===== src/design/fall_detector_three_stage_macros.svh =====
// assertion helpers shared by the fall detector rtl
`ifndef FALL_DETECTOR_THREE_STAGE_MACROS_SVH
`define FALL_DETECTOR_THREE_STAGE_MACROS_SVH

// same-cycle implication, checked on every rising clock edge outside reset
`define FDT_ASSERT_IMPLY(label, rst, ante, cons, msg) \
   label: assert property (@(posedge clock) disable iff (rst) (ante) |-> (cons)) \
      else $error(msg);

// next-cycle implication
`define FDT_ASSERT_NEXT(label, rst, ante, cons, msg) \
   label: assert property (@(posedge clock) disable iff (rst) (ante) |=> (cons)) \
      else $error(msg);

`endif


===== src/design/fdt_pkg.sv =====
package fdt_pkg;

   // sample width and the widths that follow from it
   localparam int SAMPLE_W  = 16;
   localparam int ACC_W     = 2 * SAMPLE_W + 2;
   localparam int HI_W      = SAMPLE_W + 2;
   localparam int STEP_W    = $clog2(SAMPLE_W);
   localparam int THR_W     = 48;
   localparam int CMP_W     = (ACC_W + 14 > THR_W) ? ACC_W + 14 : THR_W;
   localparam int SCALE_W   = 29;
   localparam int BASE_W    = 11;
   localparam int SQ_W      = 2 * BASE_W;
   localparam int THR_N     = 5;
   localparam int THR_IDX_W = $clog2(THR_N);
   localparam int PADDR_W   = 5;
   localparam int PDATA_W   = 32;

   // 16384^2 and 13107^2
   localparam logic [SCALE_W-1:0] G_SQ   = SCALE_W'(268435456);
   localparam logic [SCALE_W-1:0] DPS_SQ = SCALE_W'(171793449);

   // threshold slots
   localparam logic [THR_IDX_W-1:0] THR_LOW   = THR_IDX_W'(0);
   localparam logic [THR_IDX_W-1:0] THR_HIGH  = THR_IDX_W'(1);
   localparam logic [THR_IDX_W-1:0] THR_RMIN  = THR_IDX_W'(2);
   localparam logic [THR_IDX_W-1:0] THR_RMAX  = THR_IDX_W'(3);
   localparam logic [THR_IDX_W-1:0] THR_STILL = THR_IDX_W'(4);

   // register indexes
   localparam logic [2:0] REG_LOW_IMPACT     = 3'd0;
   localparam logic [2:0] REG_HIGH_IMPACT    = 3'd1;
   localparam logic [2:0] REG_ROTATE_MIN     = 3'd2;
   localparam logic [2:0] REG_ROTATE_MAX     = 3'd3;
   localparam logic [2:0] REG_SETTLE_MAX     = 3'd4;
   localparam logic [2:0] REG_STAGE_TIMEOUT  = 3'd5;
   localparam logic [2:0] REG_SETTLE_SAMPLES = 3'd6;

   typedef struct packed {
      logic signed [SAMPLE_W-1:0] accel_x;
      logic signed [SAMPLE_W-1:0] accel_y;
      logic signed [SAMPLE_W-1:0] accel_z;
      logic signed [SAMPLE_W-1:0] gyro_x;
      logic signed [SAMPLE_W-1:0] gyro_y;
      logic signed [SAMPLE_W-1:0] gyro_z;
   } fdt_req_type;

   typedef struct packed {
      logic fall_detected;
      logic stage_one_armed;
      logic stage_two_armed;
      logic stage_three_armed;
   } fdt_rsp_type;

   typedef enum logic [1:0] {
      ST_IDLE,
      ST_SQUARE,
      ST_SCALE,
      ST_DECIDE
   } fdt_state_type;

   typedef struct packed {
      logic load;
      logic run;
   } fdt_sq_ctrl_type;

   // magnitude of a two's complement sample, most negative value included
   function automatic logic [SAMPLE_W-1:0] magnitude_of(input logic [SAMPLE_W-1:0] v);
      return v[SAMPLE_W-1] ? (~v + SAMPLE_W'(1)) : v;
   endfunction

   function automatic logic [CMP_W-1:0] times_100(input logic [CMP_W-1:0] x);
      return (x << 6) + (x << 5) + (x << 2);
   endfunction

   function automatic logic [CMP_W-1:0] times_10000(input logic [CMP_W-1:0] x);
      return (x << 13) + (x << 10) + (x << 9) + (x << 8) + (x << 4);
   endfunction

endpackage


===== src/design/fdt_sqsum.sv =====
module fdt_sqsum (
   input  logic                              clock,
   input  fdt_pkg::fdt_sq_ctrl_type          ctrl,
   input  logic signed [fdt_pkg::SAMPLE_W-1:0] sample_a,
   input  logic signed [fdt_pkg::SAMPLE_W-1:0] sample_b,
   input  logic signed [fdt_pkg::SAMPLE_W-1:0] sample_c,
   output logic [fdt_pkg::ACC_W-1:0]         sum_sq
);
   import fdt_pkg::*;

   logic [SAMPLE_W-1:0] mag_a_ff, mag_b_ff, mag_c_ff;
   logic [SAMPLE_W-1:0] mult_a_ff, mult_b_ff, mult_c_ff;
   logic [HI_W-1:0]     hi_ff;
   logic [SAMPLE_W-1:0] lo_ff;
   logic [HI_W:0]       step_sum;

   // one multiplier bit of each axis per cycle while run is set, partial sum shifts right
   assign step_sum = {1'b0, hi_ff}
                   + (mult_a_ff[0] ? (HI_W + 1)'(mag_a_ff) : '0)
                   + (mult_b_ff[0] ? (HI_W + 1)'(mag_b_ff) : '0)
                   + (mult_c_ff[0] ? (HI_W + 1)'(mag_c_ff) : '0);

   always_ff @(posedge clock) begin
      if (ctrl.load) begin
         mag_a_ff  <= magnitude_of(sample_a);
         mag_b_ff  <= magnitude_of(sample_b);
         mag_c_ff  <= magnitude_of(sample_c);
         mult_a_ff <= magnitude_of(sample_a);
         mult_b_ff <= magnitude_of(sample_b);
         mult_c_ff <= magnitude_of(sample_c);
         hi_ff     <= '0;
         lo_ff     <= '0;
      end else if (ctrl.run) begin
         mult_a_ff <= mult_a_ff >> 1;
         mult_b_ff <= mult_b_ff >> 1;
         mult_c_ff <= mult_c_ff >> 1;
         hi_ff     <= step_sum[HI_W:1];
         lo_ff     <= {step_sum[0], lo_ff[SAMPLE_W-1:1]};
      end
   end

   assign sum_sq = {hi_ff, lo_ff};

endmodule


===== src/design/fall_detector_three_stage.sv =====
// flow: idle takes a transaction, then square, scale and decide; decide waits for a free
//    response slot, and only idle takes a new one; squaring uses the bit-serial
//    square-and-add units that take one bit of every axis per cycle
// reset: synchronous, active high; clears stage flags, counters, control and the
//    response slot, and loads the register defaults; no memory, no clearing pass
`include "fall_detector_three_stage_macros.svh"

module fall_detector_three_stage (
   input  logic                          clock,
   input  logic                          reset,
   input  logic                          req_valid,
   output logic                          req_ready,
   input  fdt_pkg::fdt_req_type          req_data,
   output logic                          rsp_valid,
   input  logic                          rsp_ready,
   output fdt_pkg::fdt_rsp_type          rsp_data,
   input  logic                          psel,
   input  logic                          penable,
   input  logic                          pwrite,
   input  logic [fdt_pkg::PADDR_W-1:0]   paddr,
   input  logic [fdt_pkg::PDATA_W-1:0]   pwdata,
   output logic [fdt_pkg::PDATA_W-1:0]   prdata,
   output logic                          pready
);
   import fdt_pkg::*;

   localparam logic [STEP_W-1:0] STEP_LAST = STEP_W'(SAMPLE_W - 1);

   // configuration registers
   logic [5:0] cfg_low_ff, cfg_high_ff;
   logic [9:0] cfg_rmin_ff, cfg_rmax_ff, cfg_still_ff;
   logic [3:0] cfg_timeout_ff, cfg_settle_ff;
   logic       csr_write;
   logic [2:0] csr_index;

   // control
   fdt_state_type   state_ff, state_in;
   logic [STEP_W-1:0] step_ff, step_in;
   fdt_sq_ctrl_type sq_ctrl;
   logic            out_free;
   logic            scale_en;
   logic            decide_fire;

   // datapath
   logic [ACC_W-1:0]     acc_sum, gyro_sum;
   logic [BASE_W-1:0]    thr_base;
   logic [SQ_W-1:0]      thr_sq_ff;
   logic [THR_IDX_W-1:0] thr_wr_idx;
   logic [SCALE_W-1:0]   thr_scale;
   logic                 thr_wr_en;
   logic [THR_W-1:0]     thr_ff [THR_N];
   logic [CMP_W-1:0]     lhs_acc_ff, lhs_gyro_ff;
   logic                 low_impact, high_impact, rate_min_ok, rate_max_ok, still;

   // detector state
   logic       free_fall_armed_ff, free_fall_armed_in;
   logic       impact_armed_ff, impact_armed_in;
   logic       rotation_armed_ff, rotation_armed_in;
   logic [3:0] free_fall_count_ff, free_fall_count_in;
   logic [3:0] impact_count_ff, impact_count_in;
   logic [3:0] settle_count_ff, settle_count_in;
   logic       fall;

   // response slot
   logic        rsp_valid_ff;
   fdt_rsp_type rsp_data_ff;

   // ---------------------------------------------------------------------------------
   // register port: pready tied high, write lands on the access phase
   // ---------------------------------------------------------------------------------
   assign pready    = 1'b1;
   assign csr_write = psel && penable && pwrite;
   assign csr_index = paddr[4:2];

   always_ff @(posedge clock) begin
      if (reset) begin
         cfg_low_ff     <= 6'd2;
         cfg_high_ff    <= 6'd12;
         cfg_rmin_ff    <= 10'd30;
         cfg_rmax_ff    <= 10'd400;
         cfg_still_ff   <= 10'd10;
         cfg_timeout_ff <= 4'd6;
         cfg_settle_ff  <= 4'd10;
      end else if (csr_write) begin
         case (csr_index)
            REG_LOW_IMPACT:     cfg_low_ff     <= pwdata[5:0];
            REG_HIGH_IMPACT:    cfg_high_ff    <= pwdata[5:0];
            REG_ROTATE_MIN:     cfg_rmin_ff    <= pwdata[9:0];
            REG_ROTATE_MAX:     cfg_rmax_ff    <= pwdata[9:0];
            REG_SETTLE_MAX:     cfg_still_ff   <= pwdata[9:0];
            REG_STAGE_TIMEOUT:  cfg_timeout_ff <= pwdata[3:0];
            REG_SETTLE_SAMPLES: cfg_settle_ff  <= pwdata[3:0];
            default: ;  // unmapped index, write dropped
         endcase
      end
   end

   always_comb begin
      case (csr_index)
         REG_LOW_IMPACT:     prdata = PDATA_W'(cfg_low_ff);
         REG_HIGH_IMPACT:    prdata = PDATA_W'(cfg_high_ff);
         REG_ROTATE_MIN:     prdata = PDATA_W'(cfg_rmin_ff);
         REG_ROTATE_MAX:     prdata = PDATA_W'(cfg_rmax_ff);
         REG_SETTLE_MAX:     prdata = PDATA_W'(cfg_still_ff);
         REG_STAGE_TIMEOUT:  prdata = PDATA_W'(cfg_timeout_ff);
         REG_SETTLE_SAMPLES: prdata = PDATA_W'(cfg_settle_ff);
         default:            prdata = '0;
      endcase
   end

   // ---------------------------------------------------------------------------------
   // sequencer: idle -> square (one sample bit per cycle) -> scale -> decide
   // ---------------------------------------------------------------------------------
   assign out_free = !rsp_valid_ff || rsp_ready;

   always_comb begin
      state_in = state_ff;
      case (state_ff)
         ST_IDLE:   if (req_valid) state_in = ST_SQUARE;
         ST_SQUARE: if (step_ff == STEP_LAST) state_in = ST_SCALE;
         ST_SCALE:  state_in = ST_DECIDE;
         ST_DECIDE: if (out_free) state_in = ST_IDLE;
         default:   state_in = ST_IDLE;
      endcase
   end

   always_comb begin
      req_ready   = 1'b0;
      sq_ctrl.run = 1'b0;
      scale_en    = 1'b0;
      decide_fire = 1'b0;
      step_in     = '0;
      case (state_ff)
         ST_IDLE: begin
            // no transaction is taken while reset is held
            req_ready = !reset;
         end
         ST_SQUARE: begin
            sq_ctrl.run = 1'b1;
            step_in     = step_ff + STEP_W'(1);
         end
         ST_SCALE: begin
            scale_en = 1'b1;
         end
         ST_DECIDE: begin
            decide_fire = out_free;
         end
         default: ;
      endcase
      sq_ctrl.load = req_valid && req_ready;
   end

   always_ff @(posedge clock) begin
      if (reset) begin
         state_ff <= ST_IDLE;
         step_ff  <= '0;
      end else begin
         state_ff <= state_in;
         step_ff  <= step_in;
      end
   end

   // ---------------------------------------------------------------------------------
   // squared magnitudes, one serial unit per sensor
   // ---------------------------------------------------------------------------------
   fdt_sqsum u_acc_sq (
      .clock    (clock),
      .ctrl     (sq_ctrl),
      .sample_a (req_data.accel_x),
      .sample_b (req_data.accel_y),
      .sample_c (req_data.accel_z),
      .sum_sq   (acc_sum)
   );

   fdt_sqsum u_gyro_sq (
      .clock    (clock),
      .ctrl     (sq_ctrl),
      .sample_a (req_data.gyro_x),
      .sample_b (req_data.gyro_y),
      .sample_c (req_data.gyro_z),
      .sum_sq   (gyro_sum)
   );

   // ---------------------------------------------------------------------------------
   // thresholds: built during the first squaring cycles, one slot per cycle
   //    square the base, then scale by counts-per-unit squared
   // ---------------------------------------------------------------------------------
   always_comb begin
      case (step_ff[THR_IDX_W-1:0])
         THR_LOW:   thr_base = BASE_W'(cfg_low_ff) + BASE_W'(1);
         THR_HIGH:  thr_base = BASE_W'(cfg_high_ff);
         THR_RMIN:  thr_base = BASE_W'(cfg_rmin_ff);
         THR_RMAX:  thr_base = BASE_W'(cfg_rmax_ff) + BASE_W'(1);
         THR_STILL: thr_base = BASE_W'(cfg_still_ff) + BASE_W'(1);
         default:   thr_base = '0;
      endcase
   end

   assign thr_wr_idx = THR_IDX_W'(step_ff - STEP_W'(1));
   assign thr_wr_en  = (state_ff == ST_SQUARE) && (step_ff != '0) &&
                       (step_ff <= STEP_W'(THR_N));
   assign thr_scale  = (thr_wr_idx < THR_RMIN) ? G_SQ : DPS_SQ;

   always_ff @(posedge clock) begin
      if (state_ff == ST_SQUARE) begin
         thr_sq_ff <= SQ_W'(thr_base) * SQ_W'(thr_base);
      end
      if (thr_wr_en) begin
         thr_ff[thr_wr_idx] <= THR_W'(thr_sq_ff) * THR_W'(thr_scale);
      end
   end

   // left sides of the compares: 100 * accel sum, 10000 * gyro sum
   always_ff @(posedge clock) begin
      if (scale_en) begin
         lhs_acc_ff  <= times_100(CMP_W'(acc_sum));
         lhs_gyro_ff <= times_10000(CMP_W'(gyro_sum));
      end
   end

   assign low_impact  = lhs_acc_ff  <  CMP_W'(thr_ff[THR_LOW]);
   assign high_impact = lhs_acc_ff  >= CMP_W'(thr_ff[THR_HIGH]);
   assign rate_min_ok = lhs_gyro_ff >= CMP_W'(thr_ff[THR_RMIN]);
   assign rate_max_ok = lhs_gyro_ff <  CMP_W'(thr_ff[THR_RMAX]);
   assign still       = lhs_gyro_ff <  CMP_W'(thr_ff[THR_STILL]);

   // ---------------------------------------------------------------------------------
   // stage update, in order: free fall, impact, rotation window, settle, timeouts
   // ---------------------------------------------------------------------------------
   always_comb begin
      free_fall_armed_in = free_fall_armed_ff;
      impact_armed_in    = impact_armed_ff;
      rotation_armed_in  = rotation_armed_ff;
      free_fall_count_in = free_fall_count_ff;
      impact_count_in    = impact_count_ff;
      settle_count_in    = settle_count_ff;
      fall               = 1'b0;

      // free fall arms only while impact is idle
      if (low_impact && !impact_armed_ff) free_fall_armed_in = 1'b1;

      if (free_fall_armed_in) begin
         free_fall_count_in = free_fall_count_ff + 4'd1;
         if (high_impact) begin
            impact_armed_in    = 1'b1;
            free_fall_armed_in = 1'b0;
            free_fall_count_in = '0;
         end
      end

      if (impact_armed_in) begin
         impact_count_in = impact_count_ff + 4'd1;
         if (rate_min_ok && rate_max_ok) begin
            rotation_armed_in = 1'b1;
            impact_armed_in   = 1'b0;
            impact_count_in   = '0;
         end
      end

      // settle then check stillness
      if (rotation_armed_in) begin
         settle_count_in = settle_count_ff + 4'd1;
         if (settle_count_in >= cfg_settle_ff) begin
            fall              = still;
            rotation_armed_in = 1'b0;
            settle_count_in   = '0;
         end
      end

      // impact timeout first, then free fall
      if (impact_count_in >= cfg_timeout_ff) begin
         impact_armed_in = 1'b0;
         impact_count_in = '0;
      end
      if (free_fall_count_in >= cfg_timeout_ff) begin
         free_fall_armed_in = 1'b0;
         free_fall_count_in = '0;
      end
   end

   always_ff @(posedge clock) begin
      if (reset) begin
         free_fall_armed_ff <= 1'b0;
         impact_armed_ff    <= 1'b0;
         rotation_armed_ff  <= 1'b0;
         free_fall_count_ff <= '0;
         impact_count_ff    <= '0;
         settle_count_ff    <= '0;
      end else if (decide_fire) begin
         free_fall_armed_ff <= free_fall_armed_in;
         impact_armed_ff    <= impact_armed_in;
         rotation_armed_ff  <= rotation_armed_in;
         free_fall_count_ff <= free_fall_count_in;
         impact_count_ff    <= impact_count_in;
         settle_count_ff    <= settle_count_in;
      end
   end

   // ---------------------------------------------------------------------------------
   // response slot, one transaction deep
   // ---------------------------------------------------------------------------------
   always_ff @(posedge clock) begin
      if (reset) begin
         rsp_valid_ff <= 1'b0;
      end else if (decide_fire) begin
         rsp_valid_ff <= 1'b1;
      end else if (rsp_ready) begin
         rsp_valid_ff <= 1'b0;
      end
   end

   always_ff @(posedge clock) begin
      if (decide_fire) begin
         rsp_data_ff.fall_detected     <= fall;
         rsp_data_ff.stage_one_armed   <= free_fall_armed_in;
         rsp_data_ff.stage_two_armed   <= impact_armed_in;
         rsp_data_ff.stage_three_armed <= rotation_armed_in;
      end
   end

   assign rsp_valid = rsp_valid_ff;
   assign rsp_data  = rsp_data_ff;

   // ---------------------------------------------------------------------------------
   // checks
   // ---------------------------------------------------------------------------------
   `FDT_ASSERT_IMPLY(a_fall_impact_excl, reset, free_fall_armed_ff, !impact_armed_ff,
      "free fall and impact armed together")
   `FDT_ASSERT_IMPLY(a_ff_count_armed, reset, free_fall_count_ff != '0, free_fall_armed_ff,
      "free fall count running while disarmed")
   `FDT_ASSERT_IMPLY(a_settle_count_armed, reset, settle_count_ff != '0, rotation_armed_ff,
      "settle count running while disarmed")
   `FDT_ASSERT_NEXT(a_square_length, reset, state_ff == ST_SQUARE && step_ff != STEP_LAST,
      state_ff == ST_SQUARE, "squaring ended before the last sample bit")

endmodule


===== config.mk =====
export PLATFORM = sky130hd
export DESIGN_NAME = fall_detector_three_stage
export DESIGN_NICKNAME = d
export VERILOG_FILES = /design/src/design/fdt_pkg.sv /design/src/design/fdt_sqsum.sv /design/src/design/fall_detector_three_stage.sv
export VERILOG_INCLUDE_DIRS = /design/src /design/src/design
export SDC_FILE = /design/constraint.sdc
export NUM_CORES = 2
export LEC_CHECK = 0
export ABC_AREA = 1
export BUFFER_PORTS_ARGS = -buffer_cell sky130_fd_sc_hd__clkbuf_2
export CAP_MARGIN = 20
export CORE_MARGIN = 3
export CORE_UTILIZATION = 31
export CTS_BUF_LIST = sky130_fd_sc_hd__clkbuf_8 sky130_fd_sc_hd__clkbuf_16
export DETAILED_ROUTE_END_ITERATION = 8
export PLACE_DENSITY = 0.5
export RECOVER_POWER = 50
export SYNTH_ARGS = -nofsm -noshare
export SYNTH_HDL_FRONTEND = slang
export SYNTH_SLANG_ARGS = --single-unit

===== constraint.sdc =====
create_clock -name clock -period 15.33 [get_ports clock]
set_input_delay 0 -clock clock [delete_from_list [all_inputs] [get_ports clock]]
set_output_delay 0 -clock clock [all_outputs]
set_load 0.05 [all_outputs]

# Word level (Yosys, flattened, before mapping)
# Memories as Yosys holds them, arrays and structs flattened.
# Index checks and enable logic that the tools add are counted.
totals:
  regBits: 454
  ram_bits: 240
  inputBits: 140
  word_cells: 189
  n_memories: 1
memory_table:
  columns: ["name", "depth", "width", "read_ports", "rd_ports_with_merged_regs", "write_ports", "line_no", "text"]
  rows:
  - ["thr_ff", 5, 48, 5, 0, 1, "fall_detector_three_stage.sv:51", "logic [THR_W-1:0] thr_ff [THR_N];"]
op_classes:
  add_sub_neg: 26
  multipliers: 2
  n_lt_le_gt_ge: 10
  n_eq_ne: 17
  n_mux: 59
  n_bitwise: 7
  reduce_logical: 28
ops:
  columns: ["operator", "count"]
  rows:
  - ["16-bit 2-to-1 mux", 24]
  - ["48-bit < comparator", 3]
  - ["16-bit by 1-bit adder with 16-bit output, second input constant", 6]
  - ["48-bit greater-or-equal comparator", 2]
  - ["16-bit inverter", 6]
  - ["19-bit adder", 4]
  - ["10-bit one-hot mux with 7 select lines", 1]
  - ["11-bit one-hot mux with 5 select lines", 1]
  - ["47-bit by 44-bit adder with 48-bit output", 1]
  - ["48-bit by 38-bit adder with 48-bit output", 1]
  - ["48-bit by 42-bit adder with 48-bit output", 1]
  - ["48-bit by 43-bit adder with 48-bit output", 1]
  - ["22-bit by 29-bit multiplier with 48-bit output", 1]
  - ["41-bit by 36-bit adder with 42-bit output", 1]
  - ["40-bit by 39-bit adder with 41-bit output", 1]
  - ["18-bit by 19-bit adder with 19-bit output", 2]
  - ["29-bit 2-to-1 mux", 1]
  - ["4-bit 2-to-1 mux", 7]
  - ["10-bit by 1-bit adder with 11-bit output, second input constant", 2]
  - ["11-bit by 11-bit multiplier with 22-bit output", 1]
  - ["1-bit 2-to-1 mux", 21]
  - ["2-bit AND reduction", 9]
  - ["4-bit by 1-bit adder with 4-bit output, second input constant", 4]
  - ["3-bit by 2-bit equality test with 1-bit output, second input constant", 4]
  - ["other kinds (23)", 44]

# Longest topological paths before layout
# An unclocked memory read counts as a cell.
depth:
  ltp_word: 8
  depth_mapped: 38

# Cells and area by module
# Synthesis repeated with hierarchy kept, for this count alone.
hier_totals:
  hier_cells: 6270
  area_unflattened_um2: 56564.2
modules_own_cells:
  columns: ["module", "n_inst", "cells_each", "area_each_um2", "seq_area_each_um2"]
  rows:
  - ["fall_detector_three_stage", 1, 4352, 40745.3, 11741.3]
  - ["fdt_sqsum (u_acc_sq)", 1, 958, 7913.8, 3563.4]
  - ["fdt_sqsum (u_gyro_sq)", 1, 960, 7905.1, 3563.4]

# Worst setup path after synthesis
# OpenSTA, ideal clock, no wires.
synth_path:
  kind: "reg2reg"
  from: "register step_ff[0]"
  to: "memory thr_ff[0][34] (data pin)"
  setup_time_ns: 0.191
  arrival_time_ns: 7.131
  t_required_ns: 15.139
  path_slack_ns: 8.008
  path_stages_with_launch: 29
  path_buffers: 1
  path_cell_list: "dfxtp_1 -> inv_1 -> ha_1 -> or2_2 -> nand3_1 -> clkbuf_1 -> nand2_1 -> inv_1 -> fa_1 -> inv_1 -> fa_1 -> fa_1 -> inv_1 -> fa_1 -> fa_1 -> fa_1 -> inv_1 -> fa_1 -> inv_1 -> ha_1 -> nand2_1 -> nor2_1 -> inv_1 -> nor3_1 -> a21oi_1 -> o21ai_0 -> nand2_1 -> nand2_1 -> xor2_1"
synth_via:
  elab_chain_len: 4
synth_rtl:
  columns: ["item", "line_no", "text"]
  rows:
  - ["from (decl)", "fall_detector_three_stage.sv:38", "logic [STEP_W-1:0] step_ff, step_in;"]
  - ["from (signal assigned)", "fall_detector_three_stage.sv:159", "step_ff <= step_in;"]
  - ["3-bit by 1-bit subtractor with 3-bit output", "fall_detector_three_stage.sv:199", "assign thr_wr_idx = THR_IDX_W'(step_ff - STEP_W'(1));"]
  - ["via thr_wr_idx[0]", "fall_detector_three_stage.sv:48", "logic [THR_IDX_W-1:0] thr_wr_idx;"]
  - ["3-bit by 2-bit < comparator with 1-bit output", "fall_detector_three_stage.sv:202", "assign thr_scale = (thr_wr_idx < THR_RMIN) ? G_SQ : DPS_SQ;"]
  - ["29-bit 2-to-1 mux", "fall_detector_three_stage.sv:202", null]
  - ["22-bit by 29-bit multiplier with 48-bit output", "fall_detector_three_stage.sv:209", "thr_ff[thr_wr_idx] <= THR_W'(thr_sq_ff) * THR_W'(thr_scale);"]
  - ["to (decl)", "fall_detector_three_stage.sv:51", null]
# The timed path passes the listed nets, and every way through them passes these cells.

# Final worst setup path
layout_path:
  from: "register step_ff[0]"
  to: "memory thr_ff[4][34] (data pin)"
# Same word-level chain as after synthesis.

==> run metrics <==
CP Depth=28; Slowest cell on crit path=clkbuf_1; Synth Area per Inst=9.36 sq um; worst reg2reg path depth=28; Die ar.=183000 sq um; failing checks=max-capacitance violations, max-slew violations; CTS tree=yes; synthesized area=55200 sq um; outcome=finished, violations left; io pins=179; area of the multi-input gates=31500 sq um; hold-critical path depth=2; filler cell count in the final layout=18026; Final Hold Fails=0; clock sinks=675; Area Growth Syn to Fin=14.2%; Chip Height=428 um; Post CTS Setup Buffer Count=0; initial DRC count=2297; CORE AREA=176000 sq um; CP endpoint kind=flop; Post-synth EDFFs=535; Syn. warnings=0; Worst Hold Class=in2reg; layout cells sized above 1=5.04%; Total Routing Usage GR=15.5%; Reg area=18900 sq um; setup TNS=0 ns; gpl congestion=0.881; largest net degree at the start of global routing=90; I/O Buffers=131; critical path class=reg2reg; Initial Util=31.3%; routed via count=39852; Overflow after GRT=0; post-DP HPWL=114 mm; WP data arrival=10.89 ns; Max stage delay on crit path=1.52 ns; Slew @ Worst Pin=3.98 ns; clk_lat worst skew=0.69 ns; Nets=7505; drt pass-1 iters=6; CTS H-tree lvls=3; DP Area=58600 sq um; # setup viols final=0; period utilization=68.9%; Gate Count Post-Synth=5899; Tmin final=10.56 ns; CP required=15.66 ns; leading cell type in the layout, fill and taps excluded=inv_1; # rows=154; Rel. slew slack=-165%; Post-CTS Hold Buffers=195; most frequent cells in the layout=inv_1, nand2_1, ha_1; max-cap violation count=11; startpoint types=flop; Worst-path clk slew=0.06 ns; clock skew=0.0544 ns; Resize count post-CTS=0; RSZ-0062 raised after global routing=false; Critical path buffers and inverters=8; Wirelength per Cell=16.3 um; Routed Antenna Nets=0; CP Max Fanout=42; Post-Layout Inst Area=63000 sq um; Post-synth top flop=edfxtp_1; register area share after synthesis=34.2%; via/cell ratio=4.61; Peak Freq=0.0947 GHz; Clock Tree Buf Depth=3; Clock Tree Root=clkbuf_16; vias in the first global route=40770; Yosys reg bits=675; crit-path leading delay family=adder cells; initial antenna violation count=5; drt total wl=141 mm; Inserted Clock Buffers=76; Pins Over Slew Limit=602; Horiz. Die Dim=428 um; Residual DRC=0; Async SR Flop Fraction=0%; post-synthesis cell type count=63; first-pass GRT wire length=226 mm
==> state kept, by name (all words and copies together), names as in the netlist, 18 cells and up <==
| signal | flops |
|---|---|
| lhs_acc_ff | 39 |
| lhs_gyro_ff | 44 |
| thr_ff | 235 |
| thr_sq_ff | 21 |
| u_acc_sq.hi_ff | 18 |
| u_gyro_sq.hi_ff | 18 |
==> metrics by stage <==
| step | worst slack [ns] | utilization [%] | instances | hold WS (ns) |
|---|---|---|---|---|
| finish | 4.77 | 35.7 | 8653 | 0.101 |
| global route | 4.01 | 35.7 | 8651 | 0.109 |
| CTS | 6.21 | 35.8 | 8650 | 0.00631 |
| detailed placement | 6.32 | 33.2 | 8315 | 0.206 |
| global placement | 6.38 | 33.2 | 8315 | 0.204 |
| floorplan | 8.01 | - | 5926 | 0.0989 |
==> layout make-up <==
cell class                      count  area share, %
Multi-Input combinational cell   3956           49.9
Timing Repair Buffer              341           4.21
Tap cell                         2340           4.65
Clock inverter                     61           1.02
Sequential cell                   675           29.9
Inverter                         1198           7.14
Clock buffer                       79           3.08
Antenna cell                        3         0.0119
==> synthesized netlist by cell type, types with 17 or more instances <==
cell type	instances	area, sq um
dfxtp_1	140	2800
o21ai_0	230	1150
o211ai_1	17	128
edfxtp_1	535	16100
xor2_1	163	1430
a31oi_1	42	263
fa_1	454	9090
clkbuf_1	61	229
o21a_1	18	135
a21o_1	31	233
nand3_1	149	746
nand4_1	34	213
o21ai_1	17	85.1
inv_1	1170	4390
or2_2	21	131
xnor2_1	74	648
ha_1	663	8300
nor3_1	66	330
a22oi_1	36	270
inv_2	24	90.1
a21oi_1	328	1640
nand2_1	1093	4100
nor4_1	27	169
buf_4	23	173
nor2_1	342	1280
==> cell families after synthesis <==
kind of cell / count (synthesis) / synth area share, %
compound gates: 804 / 8.36
fa+ha+maj: 1117 / 31.5
simple gates: 1769 / 13.2
flops: 675 / 34.2
buf+inv: 1295 / 9.01
other cells: 2 / 0.0136
xor+xnor: 237 / 3.76
==> worst register-to-register path: cells and delay by family (launching register included) <==
kind | cells | cell delay [ns]
xor+xnor | 1 | 0.62
flops | 1 | 0.47
simple gates | 8 | 1.71
fa+ha+maj | 9 | 4.28
compound gates | 2 | 0.53
buf+inv | 8 | 2.59
==> worst paths after layout <==
kind / slack [ns] / start / to
worst max register to register: 4.77 / step_ff[0] / thr_ff[4][34]
worst min-delay path: 0.10 / req_data[64] / u_acc_sq.mag_b_ff[0]
worst min register to register: 0.46 / free_fall_armed_ff / free_fall_armed_ff
worst max-delay path: 4.77 / step_ff[0] / thr_ff[4][34]
==> metal layers <==
metal	part of all wire, %	GRT usage [%]	vias up
li1	-	-	19800
met1	47	21.4	19279
met2	47	25.9	639
met3	3.9	1.87	134
met4	2.0	3.71	0
met5	0	0	-
Power is left out: the tool's default activity adds up to more than one toggle a clock period on the data nets, which glitch-free logic cannot reach.
